### src/sv/assert_macros.svh
// Assertion macros shared by the sorted priority queue modules.
`ifndef ASSERT_MACROS_SVH
`define ASSERT_MACROS_SVH

// Checks a property at every clock edge outside reset.
`define SPQ_ASSERT(lbl, prop, msg) \
	lbl: assert property (@(posedge clk) disable iff (!arst_n) (prop)) else $error(msg);

// Checks that a condition is followed by a consequence in the next cycle.
`define SPQ_ASSERT_NEXT(lbl, pre, post, msg) \
	lbl: assert property (@(posedge clk) disable iff (!arst_n) (pre) |=> (post)) else $error(msg);

`endif

### src/sv/spq_pkg.sv
package spq_pkg;

	localparam int DEPTH      = 16;
	localparam int DATA_WIDTH = 32;
	localparam int PRIO_WIDTH = 16;
	localparam int CNT_W      = $clog2(DEPTH + 1);
	localparam int IDX_W      = $clog2(DEPTH);
	localparam int QDEPTH     = 2;
	localparam int QPTR_W     = $clog2(QDEPTH);
	localparam int QFILL_W    = $clog2(QDEPTH + 1);

	typedef logic [1:0] cmd_t;
	localparam cmd_t CMD_INSERT  = 2'd0;
	localparam cmd_t CMD_DELETE  = 2'd1;
	localparam cmd_t CMD_DISPLAY = 2'd2;

	typedef logic [1:0] status_t;
	localparam status_t STAT_OK    = 2'd0;
	localparam status_t STAT_EMPTY = 2'd1;
	localparam status_t STAT_FULL  = 2'd2;

	typedef logic signed [DATA_WIDTH-1:0] data_t;
	typedef logic signed [PRIO_WIDTH-1:0] prio_t;

	typedef struct packed {
		cmd_t  cmd;
		data_t data;
		prio_t prio;
	} spq_op_t;

endpackage

### src/sv/spq_if.sv
interface spq_req_if import spq_pkg::*; ();
	logic  valid;
	logic  ready;
	cmd_t  cmd;
	data_t item_data;
	prio_t item_priority;

	modport source (output valid, output cmd, output item_data, output item_priority,
		input ready);
	modport sink (input valid, input cmd, input item_data, input item_priority,
		output ready);
endinterface

interface spq_rsp_if import spq_pkg::*; ();
	logic    valid;
	logic    ready;
	data_t   out_data;
	prio_t   out_priority;
	status_t status;
	logic    last;

	modport source (output valid, output out_data, output out_priority, output status,
		output last, input ready);
	modport sink (input valid, input out_data, input out_priority, input status,
		input last, output ready);
endinterface

### src/sv/sorted_priority_queue.sv
// Sorted priority queue of up to DEPTH entries held in a shift-register store, lowest
// priority value at the front and equal priorities in arrival order. Commands enter a
// two-entry queue and are executed one at a time behind it; each result sits in a single
// output register. Insert and delete run at one per cycle while results are taken, each
// passing through the queue and then the output register. Display enters a show state
// and loads the entries in order as the output register frees; an empty store gives a
// single empty result. Unused command codes are accepted and produce no result.
module sorted_priority_queue import spq_pkg::*; (
	input  logic       clk,
	input  logic       arst_n,
	spq_req_if.sink    req,
	spq_rsp_if.source  rsp
);

	logic    op_valid;
	logic    op_ready;
	spq_op_t op;

	spq_front u_front (
		.clk      (clk),
		.arst_n   (arst_n),
		.req      (req),
		.op_valid (op_valid),
		.op       (op),
		.op_ready (op_ready)
	);

	spq_back u_back (
		.clk      (clk),
		.arst_n   (arst_n),
		.op_valid (op_valid),
		.op       (op),
		.op_ready (op_ready),
		.rsp      (rsp)
	);

endmodule

### src/sv/spq_front.sv
`include "assert_macros.svh"

module spq_front import spq_pkg::*; (
	input  logic          clk,
	input  logic          arst_n,
	spq_req_if.sink       req,
	output logic          op_valid,
	output spq_op_t       op,
	input  logic          op_ready
);

	spq_op_t            buf_q [QDEPTH];
	logic [QPTR_W-1:0]  wr_ptr_q;
	logic [QPTR_W-1:0]  rd_ptr_q;
	logic [QFILL_W-1:0] fill_q;
	logic               push;
	logic               pop;

	// Unused command codes are accepted and dropped here.
	assign req.ready = (fill_q != QFILL_W'(QDEPTH));
	assign push      = req.valid && req.ready &&
		(req.cmd inside {CMD_INSERT, CMD_DELETE, CMD_DISPLAY});
	assign op_valid  = (fill_q != '0);
	assign op        = buf_q[rd_ptr_q];
	assign pop       = op_valid && op_ready;

	always_ff @(posedge clk) begin
		if (push) begin
			buf_q[wr_ptr_q] <= '{cmd: req.cmd, data: req.item_data, prio: req.item_priority};
		end
	end

	always_ff @(posedge clk or negedge arst_n) begin
		if (!arst_n) begin
			wr_ptr_q <= '0;
			rd_ptr_q <= '0;
			fill_q   <= '0;
		end else begin
			if (push) begin
				wr_ptr_q <= wr_ptr_q + QPTR_W'(1);
			end
			if (pop) begin
				rd_ptr_q <= rd_ptr_q + QPTR_W'(1);
			end
			if (push && !pop) begin
				fill_q <= fill_q + QFILL_W'(1);
			end else if (pop && !push) begin
				fill_q <= fill_q - QFILL_W'(1);
			end
		end
	end

	`SPQ_ASSERT(a_fill_bound, fill_q <= QFILL_W'(QDEPTH), "queue fill exceeds its depth")
	`SPQ_ASSERT_NEXT(a_fill_grow, push && !pop, fill_q == $past(fill_q) + QFILL_W'(1), "queue fill did not grow on push")

endmodule

### src/sv/spq_back.sv
`include "assert_macros.svh"

module spq_back import spq_pkg::*; (
	input  logic          clk,
	input  logic          arst_n,
	input  logic          op_valid,
	input  spq_op_t       op,
	output logic          op_ready,
	spq_rsp_if.source     rsp
);

	typedef enum logic {S_IDLE, S_SHOW} state_t;

	state_t            state_q;
	logic [CNT_W-1:0]  count_q;
	logic [IDX_W-1:0]  idx_q;
	data_t             data_q [DEPTH];
	prio_t             prio_q [DEPTH];
	logic              res_valid_q;
	data_t             res_data_q;
	prio_t             res_prio_q;
	status_t           res_status_q;
	logic              res_last_q;

	logic              load_ok;
	logic              take;
	logic              full;
	logic              empty;
	logic              show_last;
	logic [DEPTH-1:0]  place;

	assign load_ok   = !res_valid_q || rsp.ready;
	assign op_ready  = (state_q == S_IDLE) && load_ok;
	assign take      = op_valid && op_ready;
	assign full      = (count_q == CNT_W'(DEPTH));
	assign empty     = (count_q == '0);
	assign show_last = ((CNT_W'(idx_q) + CNT_W'(1)) == count_q);

	// A slot takes part in the shift when it is empty or holds a strictly larger priority.
	always_comb begin
		for (int i = 0; i < DEPTH; i++) begin
			place[i] = (CNT_W'(i) >= count_q) || (prio_q[i] > op.prio);
		end
	end

	always_ff @(posedge clk) begin
		if (take && op.cmd == CMD_INSERT && !full) begin
			if (place[0]) begin
				data_q[0] <= op.data;
				prio_q[0] <= op.prio;
			end
			for (int i = 1; i < DEPTH; i++) begin
				if (place[i]) begin
					data_q[i] <= place[i-1] ? data_q[i-1] : op.data;
					prio_q[i] <= place[i-1] ? prio_q[i-1] : op.prio;
				end
			end
		end else if (take && op.cmd == CMD_DELETE && !empty) begin
			for (int i = 0; i < DEPTH - 1; i++) begin
				data_q[i] <= data_q[i+1];
				prio_q[i] <= prio_q[i+1];
			end
		end
	end

	always_ff @(posedge clk or negedge arst_n) begin
		if (!arst_n) begin
			state_q      <= S_IDLE;
			count_q      <= '0;
			idx_q        <= '0;
			res_valid_q  <= 1'b0;
			res_data_q   <= '0;
			res_prio_q   <= '0;
			res_status_q <= STAT_OK;
			res_last_q   <= 1'b0;
		end else begin
			if (rsp.valid && rsp.ready) begin
				res_valid_q <= 1'b0;
			end
			case (state_q)
				S_IDLE: begin
					if (take) begin
						case (op.cmd)
							CMD_INSERT: begin
								res_valid_q  <= 1'b1;
								res_data_q   <= '0;
								res_prio_q   <= '0;
								res_status_q <= full ? STAT_FULL : STAT_OK;
								res_last_q   <= 1'b1;
								if (!full) begin
									count_q <= count_q + CNT_W'(1);
								end
							end
							CMD_DELETE: begin
								res_valid_q  <= 1'b1;
								res_data_q   <= empty ? '0 : data_q[0];
								res_prio_q   <= empty ? '0 : prio_q[0];
								res_status_q <= empty ? STAT_EMPTY : STAT_OK;
								res_last_q   <= 1'b1;
								if (!empty) begin
									count_q <= count_q - CNT_W'(1);
								end
							end
							CMD_DISPLAY: begin
								if (empty) begin
									res_valid_q  <= 1'b1;
									res_data_q   <= '0;
									res_prio_q   <= '0;
									res_status_q <= STAT_EMPTY;
									res_last_q   <= 1'b1;
								end else begin
									state_q <= S_SHOW;
									idx_q   <= '0;
								end
							end
							default: begin
							end
						endcase
					end
				end
				S_SHOW: begin
					if (load_ok) begin
						res_valid_q  <= 1'b1;
						res_data_q   <= data_q[idx_q];
						res_prio_q   <= prio_q[idx_q];
						res_status_q <= STAT_OK;
						res_last_q   <= show_last;
						idx_q        <= idx_q + IDX_W'(1);
						if (show_last) begin
							state_q <= S_IDLE;
						end
					end
				end
				default: begin
					state_q <= S_IDLE;
				end
			endcase
		end
	end

	assign rsp.valid        = res_valid_q;
	assign rsp.out_data     = res_data_q;
	assign rsp.out_priority = res_prio_q;
	assign rsp.status       = res_status_q;
	assign rsp.last         = res_last_q;

	`SPQ_ASSERT(a_count_bound, count_q <= CNT_W'(DEPTH), "entry count exceeds the store depth")
	`SPQ_ASSERT(a_show_range, state_q != S_SHOW || CNT_W'(idx_q) < count_q, "display index past the last entry")

endmodule

### src/flat_wrapper.sv
// flat-port wrapper written by rule: the top's interface ports become plain ports
module sorted_priority_queue_flat import spq_pkg::*;
  (clk, arst_n, req_valid, req_cmd, req_item_data, req_item_priority, req_ready, rsp_valid, rsp_out_data, rsp_out_priority, rsp_status, rsp_last, rsp_ready);
  spq_req_if req_i ();
  spq_rsp_if rsp_i ();
  input  logic clk;
  input  logic arst_n;
  input wire logic [$bits(req_i.valid)-1:0] req_valid;
  input wire logic [$bits(req_i.cmd)-1:0] req_cmd;
  input wire logic [$bits(req_i.item_data)-1:0] req_item_data;
  input wire logic [$bits(req_i.item_priority)-1:0] req_item_priority;
  output wire logic [$bits(req_i.ready)-1:0] req_ready;
  output wire logic [$bits(rsp_i.valid)-1:0] rsp_valid;
  output wire logic [$bits(rsp_i.out_data)-1:0] rsp_out_data;
  output wire logic [$bits(rsp_i.out_priority)-1:0] rsp_out_priority;
  output wire logic [$bits(rsp_i.status)-1:0] rsp_status;
  output wire logic [$bits(rsp_i.last)-1:0] rsp_last;
  input wire logic [$bits(rsp_i.ready)-1:0] rsp_ready;
  assign req_i.valid = req_valid;
  assign req_i.cmd = req_cmd;
  assign req_i.item_data = req_item_data;
  assign req_i.item_priority = req_item_priority;
  assign req_ready = req_i.ready;
  assign rsp_valid = rsp_i.valid;
  assign rsp_out_data = rsp_i.out_data;
  assign rsp_out_priority = rsp_i.out_priority;
  assign rsp_status = rsp_i.status;
  assign rsp_last = rsp_i.last;
  assign rsp_i.ready = rsp_ready;
  sorted_priority_queue u_core (.clk(clk), .arst_n(arst_n), .req(req_i), .rsp(rsp_i));
endmodule
### config.mk
export PLATFORM = sky130hd
export DESIGN_NAME = sorted_priority_queue_flat
export DESIGN_NICKNAME = d
export VERILOG_FILES = /design/src/sv/spq_pkg.sv /design/src/sv/spq_if.sv /design/src/sv/sorted_priority_queue.sv /design/src/sv/spq_front.sv /design/src/sv/spq_back.sv /design/src/flat_wrapper.sv
export VERILOG_INCLUDE_DIRS = /design/src /design/src/sv
export SDC_FILE = /design/constraint.sdc
export NUM_CORES = 2
export LEC_CHECK = 0
export CORE_MARGIN = 2
export CORE_UTILIZATION = 40
export CTS_CLUSTER_SIZE = 40
export DETAILED_ROUTE_END_ITERATION = 10
export DONT_BUFFER_PORTS = 1
export GPL_TIMING_DRIVEN = 0
export SLEW_MARGIN = 10
export SYNTH_ARGS = -nofsm -noshare
export SYNTH_HDL_FRONTEND = slang
export SYNTH_SLANG_ARGS = --single-unit
### constraint.sdc
create_clock -name clk -period 19.15 [get_ports clk]
set_input_delay 4.7875 -clock clk [delete_from_list [all_inputs] [get_ports clk]]
set_output_delay 4.7875 -clock clk [all_outputs]
set_load 0.03 [all_outputs]
==> reports/metrics.yaml <==
status: "complete, no violations"
cts_resized: 0
clock_sinks: 934
ys_warn_count: 0
use_met1_pct: 44.4
area_delta_synth_final_pct: 11.9
cts_buffers: 109
cp_max_fo: 48
clockBufferDepth: 3
fin_nets: 5901
fmax_mhz: 103
place_inst: 7483
layoutNonFillerInstCount: 7705
die_area_sq_um: 154000
crit_buf_inv: 4
seq_area_sq_um: 27700
grt_first_pass_wirelength_um: 382000
worst_path_most_repeated_cell: "clkbuf_1"
ant_nets: 0
clock_skew_ns: 0.0801
crit_arrival_ns: 10.13
drt-pass1-iter-count: 8
insertion_delay_ns: 0.80
dp_hpwl_um: 205000
cpMaxStageDelayCell: "clkbuf_1"
fin_crit_ns: 9.75
use_met3_pct: 15.7
max_slew_margin_pct: 2.95
crit_family: "buffers and inverters"
ios: 107
ys_ff_latch: 934
drive_gt1_share_pct: 15.2
met2_usage_pct: 50.3
p_leak_nw: 23.4
fin_tns_setup_ns: 0
setup_viol: 0
synth-seq-area-share_pct: 46.1
synth_edf_count: 868
cts_tree: "done"
pwr-share-seq_pct: 28.3
sw_frac_of_total_pct: 45.8
synth_flop_cell: "edfxtp_1"
grt_overflow: 0
n_fill_cell: 14000
gp_congestion: 1.04
grt_start_max_net_pins: 67
ys_async_sr_fraction_pct: 7.07
cts_root_buf: "clkbuf_16"
crit_chain: "nand2b_1 > o21ai_0 > nor2_1 > and3_1 > clkbuf_1 > clkbuf_1 > clkbuf_2 > clkbuf_1 > a21o_4"
portBuffers: 0
ir_drop_mv: 0.103
most-common-layout-cells: "868 x edfxtp_1, 523 x nand2_1, 429 x nor2_1"
p_switching_w: 0.00474
syn_inst: 5430
die_w_um: 392
worstSetupPathType: "primary input to flip-flop"
finalPower_w: 0.0103
cts_setup_buffers: 0
layout_commonest_cell: "edfxtp_1"
post-route-period-util_pct: 50.9
rows: 142
drv_slew: 0
rsz0062_at_grt: "false"
worst_slew_pin_slew_ns: 1.46
busiest_layer: "met2"
grt_pass1_vias: 51000
grtUsageTotal_pct: 35.1
initialDrtViolationCount: 9400
hold_viol_final: 0
htree_levels: 3
postCtsHoldBufs: 0
clk_pin_slew_ns: 0.06
drc: 0
crit_required_ns: 19.54
antenna_found_initial: 19
synth_cell_types: 69
startpoint_type: "primary input"
fin_ws_ns: 9.40
vias_per_cell: 6.85
syn_area_sq_um: 60200
hold_class: "flip-flop to flip-flop"
dp_slack_ns: 9.08
core_area_sq_um: 150000
endpoint_kind: "flip-flop"
die_y_um: 392
start_util_pct: 40.2
cap_viol_max_count: 0
clock_power_share_pct: 20.8
wire_per_inst_um: 35.8
power.density_nw_per_um2: 154
max_stage_delay_ns: 1.10
p_int_w: 0.00560
pwr-share-comb_pct: 50.8
multi_input_area_sq_um: 30600
syn-num-nets: 5751
drt_wl_total_um: 275000
detailroute.via_count: 52700
syn_avg_cell_area_sq_um: 11.1
[per-layer routing]
layer	wire, um	part of all wire, %
met2	115000	42
met3	44700	16
met1	100000	36
met4	16100	5.8
met5	160	0.058
[per-stage QoR]
step	utilization, %	hold WS [ns]	instance area [sq um]
after global placement	41.9	0.478	62700
final	45.0	0.490	67300
after floorplan	-	0.459	60200
after global routing	45.0	0.504	67300
after CTS	45.0	0.490	67300
after detailed placement	42.6	0.481	63700
[kinds of logic (layout without fill, tap and decap cells)]
family / after synthesis / after routing / share of synthesized area (%)
muxes: 854 / 854 / 20.0
DFF: 934 / 934 / 46.1
adders and majority gates: 267 / 267 / 5.55
buffers and inverters: 531 / 778 / 3.43
other: 0 / 12 / 0
and+or+nand+nor: 1608 / 1608 / 12.3
xor gates and xnor gates: 16 / 16 / 0.233
AOI/OAI and AO/OA: 1220 / 1220 / 12.4
[final cells by class]
cell class	count	area share, %
sequential	934	41.2
timing repair buffer	39	1.27
antenna	12	0.0446
tap	2016	3.75
clock buffer	153	4.51
multi-input combinational	3965	45.4
buffer	481	2.82
inverter	50	0.279
clock inverter	55	0.760
[power by group through the flow]
stage	clock, W	combinational (W)	sequential, W
3_5_place_dp	0	0.00498	0.00296
4_1_cts	0.00214	0.00500	0.00292
2_1_floorplan	0	0.00307	0.00288
6_report	0.00215	0.00526	0.00293
5_1_grt	0.00221	0.00543	0.00295
3_3_place_gp	0	0.00483	0.00299
[flip-flops by register name, indices dropped and copies added (netlist names)]
| name | count |
|---|---|
| u_core.u_front.rd_ptr_q | 1 |
| u_core.u_back.rsp.status | 2 |
| u_core.u_back.idx_q | 4 |
| u_core.u_back.rsp.last | 1 |
| u_core.u_back.prio_q | 256 |
| u_core.u_front.wr_ptr_q | 1 |
| u_core.u_back.rsp.out_priority | 16 |
| u_core.u_back.data_q | 512 |
| u_core.u_back.rsp.valid | 1 |
| u_core.u_back.state_q | 1 |
| u_core.u_back.rsp.out_data | 32 |
| u_core.u_front.fill_q | 2 |
| u_core.u_back.count_q | 5 |
| u_core.u_front.buf_q | 100 |
[synth_stat cells, types with 56 or more instances]
cell type	count	share of area, %
nor2_1	430	2.7
nor3_1	103	0.86
nand4_1	95	0.99
a221o_1	95	1.6
dfrtp_1	66	2.7
a211oi_1	56	0.70
nand3_1	167	1.4
edfxtp_1	868	43
clkbuf_1	399	2.5
or3_1	99	1.0
nor4_1	103	1.1
mux2_2	314	5.9
ha_1	267	5.6
mux2i_1	280	4.7
mux4_2	240	9.0
nand2_1	527	3.3
o21ai_0	377	3.1
o211ai_1	106	1.3
a21oi_1	387	3.2
[worst paths after layout]
check / end / slack (ns) / from / depth (start not counted)
hold / removal: u_core.u_front.fill_q[1] / 0.49 / u_core.u_front.fill_q[1] / 1
hold reg to reg: u_core.u_front.fill_q[1] / 0.49 / u_core.u_front.fill_q[1] / 1
max in group asynchronous: u_core.u_back.rsp.out_data[9] / 15.25 / arst_n / 0
min in group asynchronous: u_core.u_back.count_q[0] / 3.72 / arst_n / 0
setup reg to reg: u_core.u_back.data_q[0][11] / 10.85 / u_core.u_front.rd_ptr_q / 15
setup / recovery: u_core.u_back.data_q[8][12] / 9.40 / rsp_ready / 9
No activity file was read; power rests on OpenSTA's default activity.
